<file path="config.mk">
export PLATFORM = sky130hd
export DESIGN_NAME = ir_remote_pulse_decoder
export DESIGN_NICKNAME = d
export VERILOG_FILES = /design/src/rtl/core/irpd_pkg.sv /design/src/rtl/core/irpd_cfg.sv /design/src/rtl/core/irpd_step.sv /design/src/rtl/core/ir_remote_pulse_decoder.sv
export SDC_FILE = /design/constraint.sdc
export NUM_CORES = 1
export LEC_CHECK = 0
export BUFFER_PORTS_ARGS = -buffer_cell sky130_fd_sc_hd__buf_2
export CAP_MARGIN = 10
export CELL_PAD_IN_SITES_DETAIL_PLACEMENT = 0
export CELL_PAD_IN_SITES_GLOBAL_PLACEMENT = 1
export CORE_ASPECT_RATIO = 0.8
export CORE_UTILIZATION = 30
export DETAILED_ROUTE_END_ITERATION = 6
export GPL_TIMING_DRIVEN = 0
export PLACE_DENSITY = 0.55
export SYNTH_ARGS = -nofsm -noshare
export SYNTH_HDL_FRONTEND = slang
export SYNTH_HIERARCHICAL = 1
export SYNTH_SLANG_ARGS = --single-unit
</file>
<file path="constraint.sdc">
create_clock -name clk -period 4.2 [get_ports clk]
set_input_delay 1.26 -clock clk [delete_from_list [all_inputs] [get_ports clk]]
set_output_delay 1.26 -clock clk [all_outputs]
set_load 0.01 [all_outputs]
</file>
<file path="src/rtl/core/irpd_pkg.sv">
// Package for the IR remote pulse decoder: word types, register indexes,
// reset values and frame constants. No dependencies.

package irpd_pkg;

  // Field widths
  localparam int TIME_W     = 16;
  localparam int CODE_W     = 7;
  localparam int CFG_IDX_W  = 3;
  localparam int EDGE_IDX_W = 5;

  // Frame layout: one start pulse, eight spaces, data widths in between
  localparam int FRAME_EDGES = 18;
  localparam int SPACE_COUNT = 8;
  localparam int CODE_BITS   = 7;

  // Kind of input word
  localparam logic KIND_EDGE = 1'b0;
  localparam logic KIND_TICK = 1'b1;

  // Register reset values
  localparam logic [TIME_W-1:0] START_MIN_RST     = 16'd2000;
  localparam logic [TIME_W-1:0] SPACE_MIN_RST     = 16'd300;
  localparam logic [TIME_W-1:0] SPACE_MAX_RST     = 16'd600;
  localparam logic [TIME_W-1:0] ONE_THRESHOLD_RST = 16'd1000;
  localparam logic [TIME_W-1:0] TIMEOUT_TICKS_RST = 16'd32768;

  // Register indexes on the config port
  typedef enum logic [CFG_IDX_W-1:0] {
    REG_START_MIN     = 3'd0,
    REG_SPACE_MIN     = 3'd1,
    REG_SPACE_MAX     = 3'd2,
    REG_ONE_THRESHOLD = 3'd3,
    REG_TIMEOUT_TICKS = 3'd4
  } reg_idx_t;

  // Input word
  typedef struct packed {
    logic              kind;
    logic [TIME_W-1:0] edge_time;
  } in_word_t;

  // Result word
  typedef struct packed {
    logic [CODE_W-1:0] code;
    logic              timed_out;
  } out_word_t;

  // Register file contents handed to the decoder
  typedef struct packed {
    logic [TIME_W-1:0] start_min;
    logic [TIME_W-1:0] space_min;
    logic [TIME_W-1:0] space_max;
    logic [TIME_W-1:0] one_threshold;
    logic [TIME_W-1:0] timeout_ticks;
  } cfg_regs_t;

endpackage

</file>
<file path="src/rtl/core/irpd_cfg.sv">
// Configuration register file of the IR remote pulse decoder.
// Depends on irpd_pkg.

module irpd_cfg import irpd_pkg::*; (
  input  logic                 clk,
  input  logic                 rst_n,
  input  logic                 cfg_valid,
  output logic                 cfg_ready,
  input  logic [CFG_IDX_W-1:0] cfg_index,
  input  logic [TIME_W-1:0]    cfg_wdata,
  output cfg_regs_t            regs
);

  cfg_regs_t regs_r;

  // Writes are always taken; unknown indexes are dropped
  assign cfg_ready = 1'b1;
  assign regs      = regs_r;

  always_ff @(posedge clk) begin
    if (!rst_n) begin
      regs_r.start_min     <= START_MIN_RST;
      regs_r.space_min     <= SPACE_MIN_RST;
      regs_r.space_max     <= SPACE_MAX_RST;
      regs_r.one_threshold <= ONE_THRESHOLD_RST;
      regs_r.timeout_ticks <= TIMEOUT_TICKS_RST;
    end else if (cfg_valid && cfg_ready) begin
      unique case (cfg_index)
        REG_START_MIN:     regs_r.start_min     <= cfg_wdata;
        REG_SPACE_MIN:     regs_r.space_min     <= cfg_wdata;
        REG_SPACE_MAX:     regs_r.space_max     <= cfg_wdata;
        REG_ONE_THRESHOLD: regs_r.one_threshold <= cfg_wdata;
        REG_TIMEOUT_TICKS: regs_r.timeout_ticks <= cfg_wdata;
        default: ;
      endcase
    end
  end

endmodule

</file>
<file path="src/rtl/core/irpd_step.sv">
// Frame state and single-step decode logic of the IR remote pulse decoder.
// Depends on irpd_pkg.

module irpd_step import irpd_pkg::*; #(
  parameter int NUM_CODE_BITS = CODE_BITS
) (
  input  logic      clk,
  input  logic      rst_n,
  input  logic      step,      // process word_in this cycle
  input  in_word_t  word_in,
  input  cfg_regs_t regs,
  output logic      res_vld,
  output out_word_t res_word
);

  logic [EDGE_IDX_W-1:0]    edge_idx_r, edge_idx_nxt;
  logic [TIME_W-1:0]        prev_time_r, prev_time_nxt;
  logic                     frame_ok_r, frame_ok_nxt;
  logic [NUM_CODE_BITS-1:0] code_bits_r, code_bits_nxt;
  logic [TIME_W-1:0]        tick_cnt_r, tick_cnt_nxt;

  logic [TIME_W-1:0]        tick_inc;
  logic [TIME_W-1:0]        width;
  logic [EDGE_IDX_W-1:0]    wnum;
  logic [EDGE_IDX_W-1:0]    idx_inc;
  logic [EDGE_IDX_W-2:0]    bit_idx;
  logic                     space_bad;
  logic                     data_slot;
  logic                     is_one;
  logic [NUM_CODE_BITS-1:0] bits_set;
  logic [CODE_W-1:0]        code_ext;

  // Width of the pulse that ends at this edge, modulo 2^16
  assign tick_inc = tick_cnt_r + 1'b1;
  assign width    = word_in.edge_time - prev_time_r;
  assign wnum     = edge_idx_r - 1'b1;
  assign idx_inc  = edge_idx_r + 1'b1;
  assign bit_idx  = wnum[EDGE_IDX_W-1:1] - 1'b1;

  // Odd widths up to the last space are checked against the window
  assign space_bad = wnum[0] &&
                     (wnum <= EDGE_IDX_W'(2 * SPACE_COUNT - 1)) &&
                     ((width < regs.space_min) || (width > regs.space_max));
  assign data_slot = !wnum[0] && (wnum != '0);
  assign is_one    = width >= regs.one_threshold;

  // Data bit set for this edge, LSB first
  always_comb begin
    bits_set = code_bits_r;
    for (int i = 0; i < NUM_CODE_BITS; i++) begin
      if (data_slot && is_one && (bit_idx == (EDGE_IDX_W-1)'(i)))
        bits_set[i] = 1'b1;
    end
  end

  always_comb begin
    code_ext = '0;
    code_ext[NUM_CODE_BITS-1:0] = bits_set;
  end

  // Next state and result
  always_comb begin
    edge_idx_nxt  = edge_idx_r;
    prev_time_nxt = prev_time_r;
    frame_ok_nxt  = frame_ok_r;
    code_bits_nxt = code_bits_r;
    tick_cnt_nxt  = tick_cnt_r;
    res_vld       = 1'b0;
    res_word      = '0;
    if (word_in.kind == KIND_TICK) begin
      tick_cnt_nxt = tick_inc;
      if ((tick_inc >= regs.timeout_ticks) || (tick_inc == '0)) begin
        // timeout: report and start a new attempt
        edge_idx_nxt       = '0;
        tick_cnt_nxt       = '0;
        frame_ok_nxt       = 1'b1;
        code_bits_nxt      = '0;
        res_vld            = 1'b1;
        res_word.timed_out = 1'b1;
      end
    end else if (edge_idx_r == '0) begin
      // first edge only stamps the time
      prev_time_nxt = word_in.edge_time;
      edge_idx_nxt  = EDGE_IDX_W'(1);
    end else begin
      prev_time_nxt = word_in.edge_time;
      edge_idx_nxt  = idx_inc;
      code_bits_nxt = bits_set;
      if ((wnum == '0) && (width < regs.start_min))
        frame_ok_nxt = 1'b0;
      if (space_bad)
        frame_ok_nxt = 1'b0;
      if (idx_inc >= EDGE_IDX_W'(FRAME_EDGES)) begin
        // frame complete: emit only if every check passed
        res_vld       = frame_ok_r && !space_bad;
        res_word.code = code_ext;
        edge_idx_nxt  = '0;
        tick_cnt_nxt  = '0;
        frame_ok_nxt  = 1'b1;
        code_bits_nxt = '0;
      end
    end
  end

  always_ff @(posedge clk) begin
    if (!rst_n) begin
      edge_idx_r  <= '0;
      prev_time_r <= '0;
      frame_ok_r  <= 1'b1;
      code_bits_r <= '0;
      tick_cnt_r  <= '0;
    end else if (step) begin
      edge_idx_r  <= edge_idx_nxt;
      prev_time_r <= prev_time_nxt;
      frame_ok_r  <= frame_ok_nxt;
      code_bits_r <= code_bits_nxt;
      tick_cnt_r  <= tick_cnt_nxt;
    end
  end

endmodule

</file>
<file path="src/rtl/core/ir_remote_pulse_decoder.sv">
// IR remote pulse decoder: takes one word (edge timestamp or timeout tick)
// per clock while in_stall is low and returns a decoded code or a timeout
// word. Throughput is one word per cycle while out_stall is low; a word
// passes through the input register and is decoded in a single step into
// the result register, from which any result is offered on out_valid. The
// decode step (one subtract, a few compares) sets the cycle. A word is held
// in the input register while a result waits under out_stall, so in_stall
// follows out_stall in the same cycle.
// Depends on irpd_pkg, irpd_cfg and irpd_step.

module ir_remote_pulse_decoder import irpd_pkg::*; #(
  parameter int NUM_CODE_BITS = CODE_BITS
) (
  input  logic                 clk,
  input  logic                 rst_n,
  // input words
  input  logic                 in_valid,
  output logic                 in_stall,
  input  in_word_t             in_data,
  // result words
  output logic                 out_valid,
  input  logic                 out_stall,
  output out_word_t            out_data,
  // configuration writes
  input  logic                 cfg_valid,
  output logic                 cfg_ready,
  input  logic [CFG_IDX_W-1:0] cfg_index,
  input  logic [TIME_W-1:0]    cfg_wdata
);

  cfg_regs_t regs;
  logic      in_vld_r, in_vld_nxt;
  in_word_t  in_word_r;
  logic      out_vld_r, out_vld_nxt;
  out_word_t out_word_r;
  logic      adv;
  logic      res_vld;
  out_word_t res_word;
  logic      in_take;

  irpd_cfg u_cfg (
    .clk       (clk),
    .rst_n     (rst_n),
    .cfg_valid (cfg_valid),
    .cfg_ready (cfg_ready),
    .cfg_index (cfg_index),
    .cfg_wdata (cfg_wdata),
    .regs      (regs)
  );

  irpd_step #(
    .NUM_CODE_BITS (NUM_CODE_BITS)
  ) u_step (
    .clk      (clk),
    .rst_n    (rst_n),
    .step     (adv),
    .word_in  (in_word_r),
    .regs     (regs),
    .res_vld  (res_vld),
    .res_word (res_word)
  );

  // Held word moves on when the result register has room
  assign adv      = in_vld_r && (!out_vld_r || !out_stall);
  assign in_stall = in_vld_r && !adv;
  assign in_take  = in_valid && !in_stall;

  assign out_valid = out_vld_r;
  assign out_data  = out_word_r;

  always_comb begin
    in_vld_nxt = in_vld_r;
    if (in_take)
      in_vld_nxt = 1'b1;
    else if (adv)
      in_vld_nxt = 1'b0;
  end

  always_comb begin
    out_vld_nxt = out_vld_r;
    if (adv && res_vld)
      out_vld_nxt = 1'b1;
    else if (!out_stall)
      out_vld_nxt = 1'b0;
  end

  // Control registers
  always_ff @(posedge clk) begin
    if (!rst_n) begin
      in_vld_r  <= 1'b0;
      out_vld_r <= 1'b0;
    end else begin
      in_vld_r  <= in_vld_nxt;
      out_vld_r <= out_vld_nxt;
    end
  end

  // Payload registers
  always_ff @(posedge clk) begin
    if (in_take)
      in_word_r <= in_data;
    if (adv && res_vld)
      out_word_r <= res_word;
  end

endmodule
</file>
-- After elaboration in Yosys (flattened, before gate mapping)
Cells that the tools add are included.
- input port bits: 41
- logic and storage cells: 122
- output and inout port bits: 11
- bits in registers: 152
- mux-type cells: 33
- bitwise gates (word level): 2
- eq/ne operators: 13
- add/sub/neg operators: 5
- magnitude comparators: 7
- reduce and logical (&&, ||, !) cells: 46
- operators with widths (operator ; number):
    $mux 16 ; 4
    $ge 16x16->1 ; 2
    $lt 16x16->1 ; 2
    $mux 7 ; 4
    $mux 1 ; 21
    $mux 5 ; 4
    $logic_and 1x1->1 ; 17
    $add 16x1->16 const B ; 1
    $gt 16x16->1 ; 1
    $logic_not 16->1 ; 1
    $sub 16x16->16 ; 1
    $reduce_and 2->1 ; 7
    $eq 4x3->1 const B ; 3
    $logic_not 5->1 ; 2
    $eq 4x2->1 const B ; 2
    $eq 3x2->1 const B ; 2
    $logic_not 1->1 ; 6
    $reduce_and 3->1 ; 2
    $add 5x1->5 const B ; 1
    $ge 5x5->1 const B ; 1
    $le 5x4->1 const B ; 1
    $reduce_bool 5->1 ; 1
    $sub 5x1->5 const B ; 1
    $eq 4x1->1 const B ; 1
    other kinds (13) ; 18

-- Longest topological paths before layout
- depth after elaboration: 11
- gate-level depth with buffers: 22
- mapped depth without buffers: 22

-- Modules after synthesis
The synthesis kept the hierarchy.
- by module, submodules not included (module ; area each (sq um) ; instances ; sequential area each (sq um) ; cells each):
    irpd_step ; 5281.3 ; 1 ; 900.9 ; 679
    irpd_cfg ; 3076.7 ; 1 ; 1601.5 ; 297
    ir_remote_pulse_decoder ; 842.1 ; 1 ; 790.8 ; 35

-- Least setup slack after synthesis
OpenSTA, ideal clock, no wires.
- kind: register to register
- start point: register in_word_r[0] (netlist name)
- end point: register out_word_r (netlist bit out_data[0]) (enable)
- slack: -220 ps
- data required time: 3824 ps
- arrival time: 4044 ps
- library setup time: 376 ps
- stages on the path, launching flop included: 23
- path buffers: 0
- cells stage by stage: edfxtp_1 inv_1 ha_1 fa_1 nor2b_1 o21ai_0 a21boi_0 o211ai_1 a31oi_1 a21o_1 a21oi_1 xnor2_1 ha_1 and3_1 nand4_1 nor3_1 a21oi_1 o211ai_1 a2bb2oi_1 o41ai_1 o21bai_1 nand2_1 a21oi_1
- word-level cells in the longest chain between the ends: 10
- elaborated cells on any way between the ends: 11
- classes of those cells: add/sub: 1; order compare: 2; mux: 3; reduce/logical: 5
- ends and longest elaborated chain (what ; RTL line ; RTL):
    start: declaration ; ir_remote_pulse_decoder.sv:33 ; in_word_t in_word_r;
    start signal: assignment ; ir_remote_pulse_decoder.sv:101 ; in_word_r <= in_data;
    $sub 16x16->16 * ; irpd_step.sv:35 ; assign width = word_in.edge_time - prev_time_r;
    $lt 16x16->1 / $gt 16x16->1 (equally long branches) ; irpd_step.sv:43 ; ((width < regs.space_min) || (width > regs.space_max));
    $logic_or 1x1->1 * ; irpd_step.sv:43 ;
    $logic_and 1x1->1 * ; irpd_step.sv:42 ; (wnum <= EDGE_IDX_W'(2 * SPACE_COUNT - 1)) &&
    $logic_not 1->1 * ; irpd_step.sv:95 ; res_vld = frame_ok_r && !space_bad;
    $logic_and 1x1->1 * ; irpd_step.sv:95 ;
    $mux 1 * ; irpd_step.sv:93 ; if (idx_inc >= EDGE_IDX_W'(FRAME_EDGES)) begin
    $mux 1 * ; irpd_step.sv:81 ; end else if (edge_idx_r == '0) begin
    $mux 1 * ; irpd_step.sv:70 ; if (word_in.kind == KIND_TICK) begin
    via res_vld ; ir_remote_pulse_decoder.sv:37 ; logic res_vld;
    $logic_and 1x1->1 * ; ir_remote_pulse_decoder.sv:102 ; if (adv && res_vld)
    end signal: assignment ; ir_remote_pulse_decoder.sv:103 ; out_word_r <= res_word;
    end: declaration ; ir_remote_pulse_decoder.sv:35 ; out_word_t out_word_r;
The timed path passes the listed nets; every way through them passes the cells marked *.
A chain may end at the register's enable or synchronous reset.

-- Final worst setup path
- start point: register in_word_r[0] (netlist name)
- end point: register out_word_r (netlist bit out_data[4]) (enable)
The elaborated chain is that of the path after synthesis.

==> impl_metrics.prom <==
# TYPE chip_impl_metric gauge
chip_impl_info{name="status",value="finished, violations left"} 1
chip_impl_info{name="failed_checks",value="setup timing"} 1
chip_impl_info{name="root_buffer",value="sky130_fd_sc_hd__clkbuf_16"} 1
chip_impl_info{name="rsz0062_at_grt",value="true"} 1
chip_impl_metric{name="die_area",unit="µm²"} 31400
chip_impl_info{name="criticalPathCategory",value="reg2reg"} 1
chip_impl_metric{name="power.density_cell_area",unit="nW/µm²"} 344
chip_impl_info{name="worstReg2RegEnd",value="out_data[4]$_DFFE_PP_"} 1
chip_impl_metric{name="number_of_enable_flip_flop_cells_after_synthesis",unit=""} 25
chip_impl_metric{name="finalClockSkew",unit="ps"} 7.73
chip_impl_metric{name="cts_buffer_depth",unit=""} 2
chip_impl_metric{name="timing.final.crit_share",unit="%"} 104
chip_impl_metric{name="pin_count",unit=""} 52
chip_impl_metric{name="finalHoldViolations",unit=""} 0
chip_impl_metric{name="power.total",unit="mW"} 3.77
chip_impl_info{name="setup.worst_path.end",value="out_data[4]$_DFFE_PP_"} 1
chip_impl_info{name="yosys-top-cells-area",value="sky130_fd_sc_hd__dfxtp_1, sky130_fd_sc_hd__ha_1, sky130_fd_sc_hd__mux2i_1, sky130_fd_sc_hd__edfxtp_1, sky130_fd_sc_hd__nand2_1"} 1
chip_impl_info{name="synth_top_flop_cell",value="sky130_fd_sc_hd__dfxtp_1"} 1
chip_impl_info{name="startpoint_type",value="register"} 1
chip_impl_metric{name="cts_max_level",unit=""} 4
chip_impl_info{name="synthDominantAreaCellType",value="sky130_fd_sc_hd__dfxtp_1"} 1
chip_impl_metric{name="seq_area_frac_synth",unit="%"} 35.8
chip_impl_metric{name="path_max_fanout",unit=""} 8
chip_impl_info{name="min-delay-path-class",value="reg2reg"} 1
chip_impl_metric{name="total_global_route_track_usage",unit="%"} 16.1
chip_impl_metric{name="detailroute.via_count",unit=""} 6949
chip_impl_metric{name="finalSetupViolations",unit=""} 8
chip_impl_info{name="post_synth_most_frequent_cells",value="sky130_fd_sc_hd__nand2_1, sky130_fd_sc_hd__dfxtp_1, sky130_fd_sc_hd__inv_1"} 1
chip_impl_metric{name="worst_setup_hold_path_clk_slew",unit="ps"} 60
chip_impl_metric{name="synthArstFlopShare",unit="%"} 0
chip_impl_metric{name="chipHeight",unit="µm"} 159
chip_impl_metric{name="drcViolationCount",unit=""} 0
chip_impl_metric{name="grt_overflow_total",unit=""} 0
chip_impl_metric{name="initial_utilization",unit="%"} 31.0
chip_impl_metric{name="cap_viol_max_count",unit=""} 0
chip_impl_metric{name="synth-warning-count",unit=""} 6
chip_impl_metric{name="detail-route-antenna-nets",unit=""} 0
chip_impl_metric{name="final-max-slew-violation-count",unit=""} 0
chip_impl_metric{name="synth.ff_latch_count",unit=""} 152
chip_impl_metric{name="drt-initial-drc-count",unit=""} 312
chip_impl_metric{name="critical_path_arrival",unit="ps"} 4520
chip_impl_metric{name="mappedNetlistArea",unit="µm²"} 9200
chip_impl_metric{name="timing.slew.headroom",unit="%"} 49.0
chip_impl_metric{name="grt_pass1_vias",unit=""} 6713
chip_impl_metric{name="postSynthNetCount",unit=""} 1151
chip_impl_info{name="tritoncts_clock_tree",value="yes"} 1
chip_impl_metric{name="syn_area_per_cell",unit="µm²"} 9.10
chip_impl_metric{name="required",unit="ps"} 4360
chip_impl_metric{name="clk_latency",unit="ps"} 440
chip_impl_metric{name="routabilityCongestion",unit=""} 0.825
chip_impl_info{name="hold_path_startpoint",value="u_cfg/regs[61]$_SDFFE_PN0P_"} 1
chip_impl_metric{name="fp.coreArea",unit="µm²"} 29700
chip_impl_metric{name="port_buffers",unit=""} 50
chip_impl_metric{name="post_route_cells_drive_above_1_share",unit="%"} 16.0
chip_impl_metric{name="pin_count_of_the_biggest_net_entering_global_routing",unit=""} 17
chip_impl_metric{name="layout-area-overhead-vs-synth",unit="%"} 19.2
chip_impl_metric{name="antenna_found_initial",unit=""} 1
chip_impl_metric{name="post_cts_hold_buffer_count",unit=""} 0
chip_impl_metric{name="irDropWorstVdd",unit="µV"} 285
chip_impl_metric{name="maxClockFrequency",unit="MHz"} 229
chip_impl_metric{name="chipWidth",unit="µm"} 198
chip_impl_metric{name="placementRows",unit=""} 56
chip_impl_info{name="worstSetupEndpointType",value="register"} 1
chip_impl_info{name="r2r-start",value="in_word_r[0]$_DFFE_PP_"} 1
chip_impl_metric{name="clock_buffer_count_from_cts",unit=""} 17
chip_impl_metric{name="worst_reg2reg_path_depth",unit=""} 23
chip_impl_metric{name="post-dp-hpwl",unit="mm"} 18.4
chip_impl_metric{name="drt-pass1-iter-count",unit=""} 5
chip_impl_info{name="setup.worst_path.start",value="in_word_r[0]$_DFFE_PP_"} 1
chip_impl_metric{name="finalWorstPathRequiredPeriod",unit="ps"} 4360
chip_impl_metric{name="netlist-cell-type-count",unit=""} 81
chip_impl_metric{name="routed_wl",unit="mm"} 23.9
chip_impl_metric{name="synthDominantCellAreaShare",unit="%"} 27.6
chip_impl_metric{name="tightestPinTransition",unit="ps"} 765
chip_impl_metric{name="nets",unit=""} 1237
chip_impl_info{name="library_cell_with_the_highest_instance_count_after_synthesis",value="sky130_fd_sc_hd__nand2_1"} 1
chip_impl_metric{name="routed_via_density",unit=""} 4.58
chip_impl_metric{name="static-leakage-power",unit="nW"} 4.71
chip_impl_metric{name="drt-wirelength-per-cell",unit="µm"} 15.7
chip_impl_metric{name="regToRegSetupSlack",unit="ps"} -160
chip_impl_metric{name="postLayoutSetupSlackWorst",unit="ps"} -165
chip_impl_metric{name="grt_pass1_wl",unit="mm"} 37.6
chip_impl_metric{name="clkSinkCount",unit=""} 152
chip_impl_metric{name="fin_worst_hold_slack",unit="ps"} 457
chip_impl_metric{name="synthesis.instances",unit=""} 1011
[layer usage]
layer	vias to the layer above	global-route usage (%)	share of wire [%]
met4	0	3.65	0.82
met2	80	24.7	42
met5	-	0	0
met1	3197	22.8	53
met3	16	3.73	3.7
li1	3656	-	-
[where the power goes]
part | internal, mW | switching (mW) | leakage [nW] | total (mW)
Combinational | 0.275 | 0.369 | 3.16 | 0.644
Clock | 0.968 | 0.629 | 0.295 | 1.60
Sequential | 1.51 | 0.0190 | 1.25 | 1.53
[logic make-up after synthesis]
| family | Yosys count | synth area share, % |
|---|---|---|
| flops | 152 | 35.8 |
| other cells | 1 | 0.0408 |
| mux | 84 | 9.15 |
| buf+inv | 150 | 6.91 |
| compound gates | 173 | 12.9 |
| xor+xnor | 35 | 3.41 |
| simple gates | 317 | 18.2 |
| fa+ha+maj | 99 | 13.5 |
[registers in the layout (all words and copies together) (netlist names)]
| name | flops |
|---|---|
| u_step/code_bits_r | 7 |
| u_step/frame_ok_r | 1 |
| out_valid | 1 |
| u_step/prev_time_r | 16 |
| u_cfg/regs | 80 |
| u_step/edge_idx_r | 5 |
| in_vld_r | 1 |
| in_word_r | 17 |
| u_step/tick_cnt_r | 16 |
| out_data | 8 |
[cell usage in the layout, fill, tap and decap left out, types with 19 or more instances in the layout]
cell type                     n
sky130_fd_sc_hd__buf_4       22
sky130_fd_sc_hd__inv_1      105
sky130_fd_sc_hd__nor2_1      31
sky130_fd_sc_hd__nor2b_1     37
sky130_fd_sc_hd__edfxtp_1    25
sky130_fd_sc_hd__clkbuf_16   20
sky130_fd_sc_hd__buf_2       63
sky130_fd_sc_hd__mux2i_1     83
sky130_fd_sc_hd__o21ai_0     19
sky130_fd_sc_hd__a21oi_1     34
sky130_fd_sc_hd__clkbuf_1    23
sky130_fd_sc_hd__ha_1        93
sky130_fd_sc_hd__nand2_1    147
sky130_fd_sc_hd__dfxtp_1    126
[stage by stage]
| stage | worst slack, ps | utilization [%] | area [µm²] | setup TNS, ps | cells |
|---|---|---|---|---|---|
| floorplan | 63.8 | - | 9200 | 0 | 1011 |
| global route | -409 | 36.9 | 11000 | -3520 | 1516 |
| finish | -165 | 36.9 | 11000 | -1270 | 1517 |
| detailed placement | -1150 | 33.6 | 9980 | -14440 | 1468 |
| CTS | -298 | 36.4 | 10800 | -2370 | 1510 |
| global placement | -1240 | 33.5 | 9960 | -16890 | 1467 |
[how the worst min path moves through the flow]
stage,endpoint,slack [ps],cells after the start
2_1_floorplan,u_cfg/regs[37]$_SDFFE_PN0P_,430,2
3_3_place_gp,u_cfg/regs[59]$_SDFFE_PN0P_,440,2
3_5_place_dp,u_cfg/regs[40]$_SDFFE_PN0P_,450,2
4_1_cts,u_cfg/regs[61]$_SDFFE_PN0P_,460,2
5_1_grt,u_cfg/regs[52]$_SDFFE_PN0P_,470,2
6_report,u_cfg/regs[61]$_SDFFE_PN0P_,460,2
[area by class of cell]
type	instances	area, µm²
flip-flops and latches	152	3290
clock buffers	27	557
plain buffers	45	241
multi-input cells	709	5510
clock inverters	5	55.1
diodes	1	2.50
fillers	3095	18700
well taps	406	508
repair buffers	67	398
inverters	105	394
[what timing repair did]
item	CTS	global route
endpoints found under the setup margin	24	21
pin swaps	19	28
gates resized for setup	24	18
setup buffers	10	7
[critical path, cell delays in order (launching register included)]
cell	delay [ps]
sky130_fd_sc_hd__edfxtp_1	340
sky130_fd_sc_hd__inv_1	50
sky130_fd_sc_hd__ha_2	190
sky130_fd_sc_hd__fa_2	350
sky130_fd_sc_hd__nor2b_2	130
sky130_fd_sc_hd__o21ai_2	70
sky130_fd_sc_hd__a21boi_2	190
sky130_fd_sc_hd__o211ai_1	190
sky130_fd_sc_hd__a31oi_2	250
sky130_fd_sc_hd__a21o_1	170
sky130_fd_sc_hd__a21oi_2	60
sky130_fd_sc_hd__xnor2_2	220
sky130_fd_sc_hd__ha_1	300
sky130_fd_sc_hd__and3_1	160
sky130_fd_sc_hd__nand4_1	110
sky130_fd_sc_hd__nor3_2	60
sky130_fd_sc_hd__a21oi_1	130
sky130_fd_sc_hd__o211ai_1	120
sky130_fd_sc_hd__a2bb2oi_2	300
sky130_fd_sc_hd__o41ai_4	120
sky130_fd_sc_hd__o21bai_1	160
sky130_fd_sc_hd__nand2_1	120
sky130_fd_sc_hd__a21oi_4	150
sky130_fd_sc_hd__buf_12	130
Power figures use the tool's default switching activity.
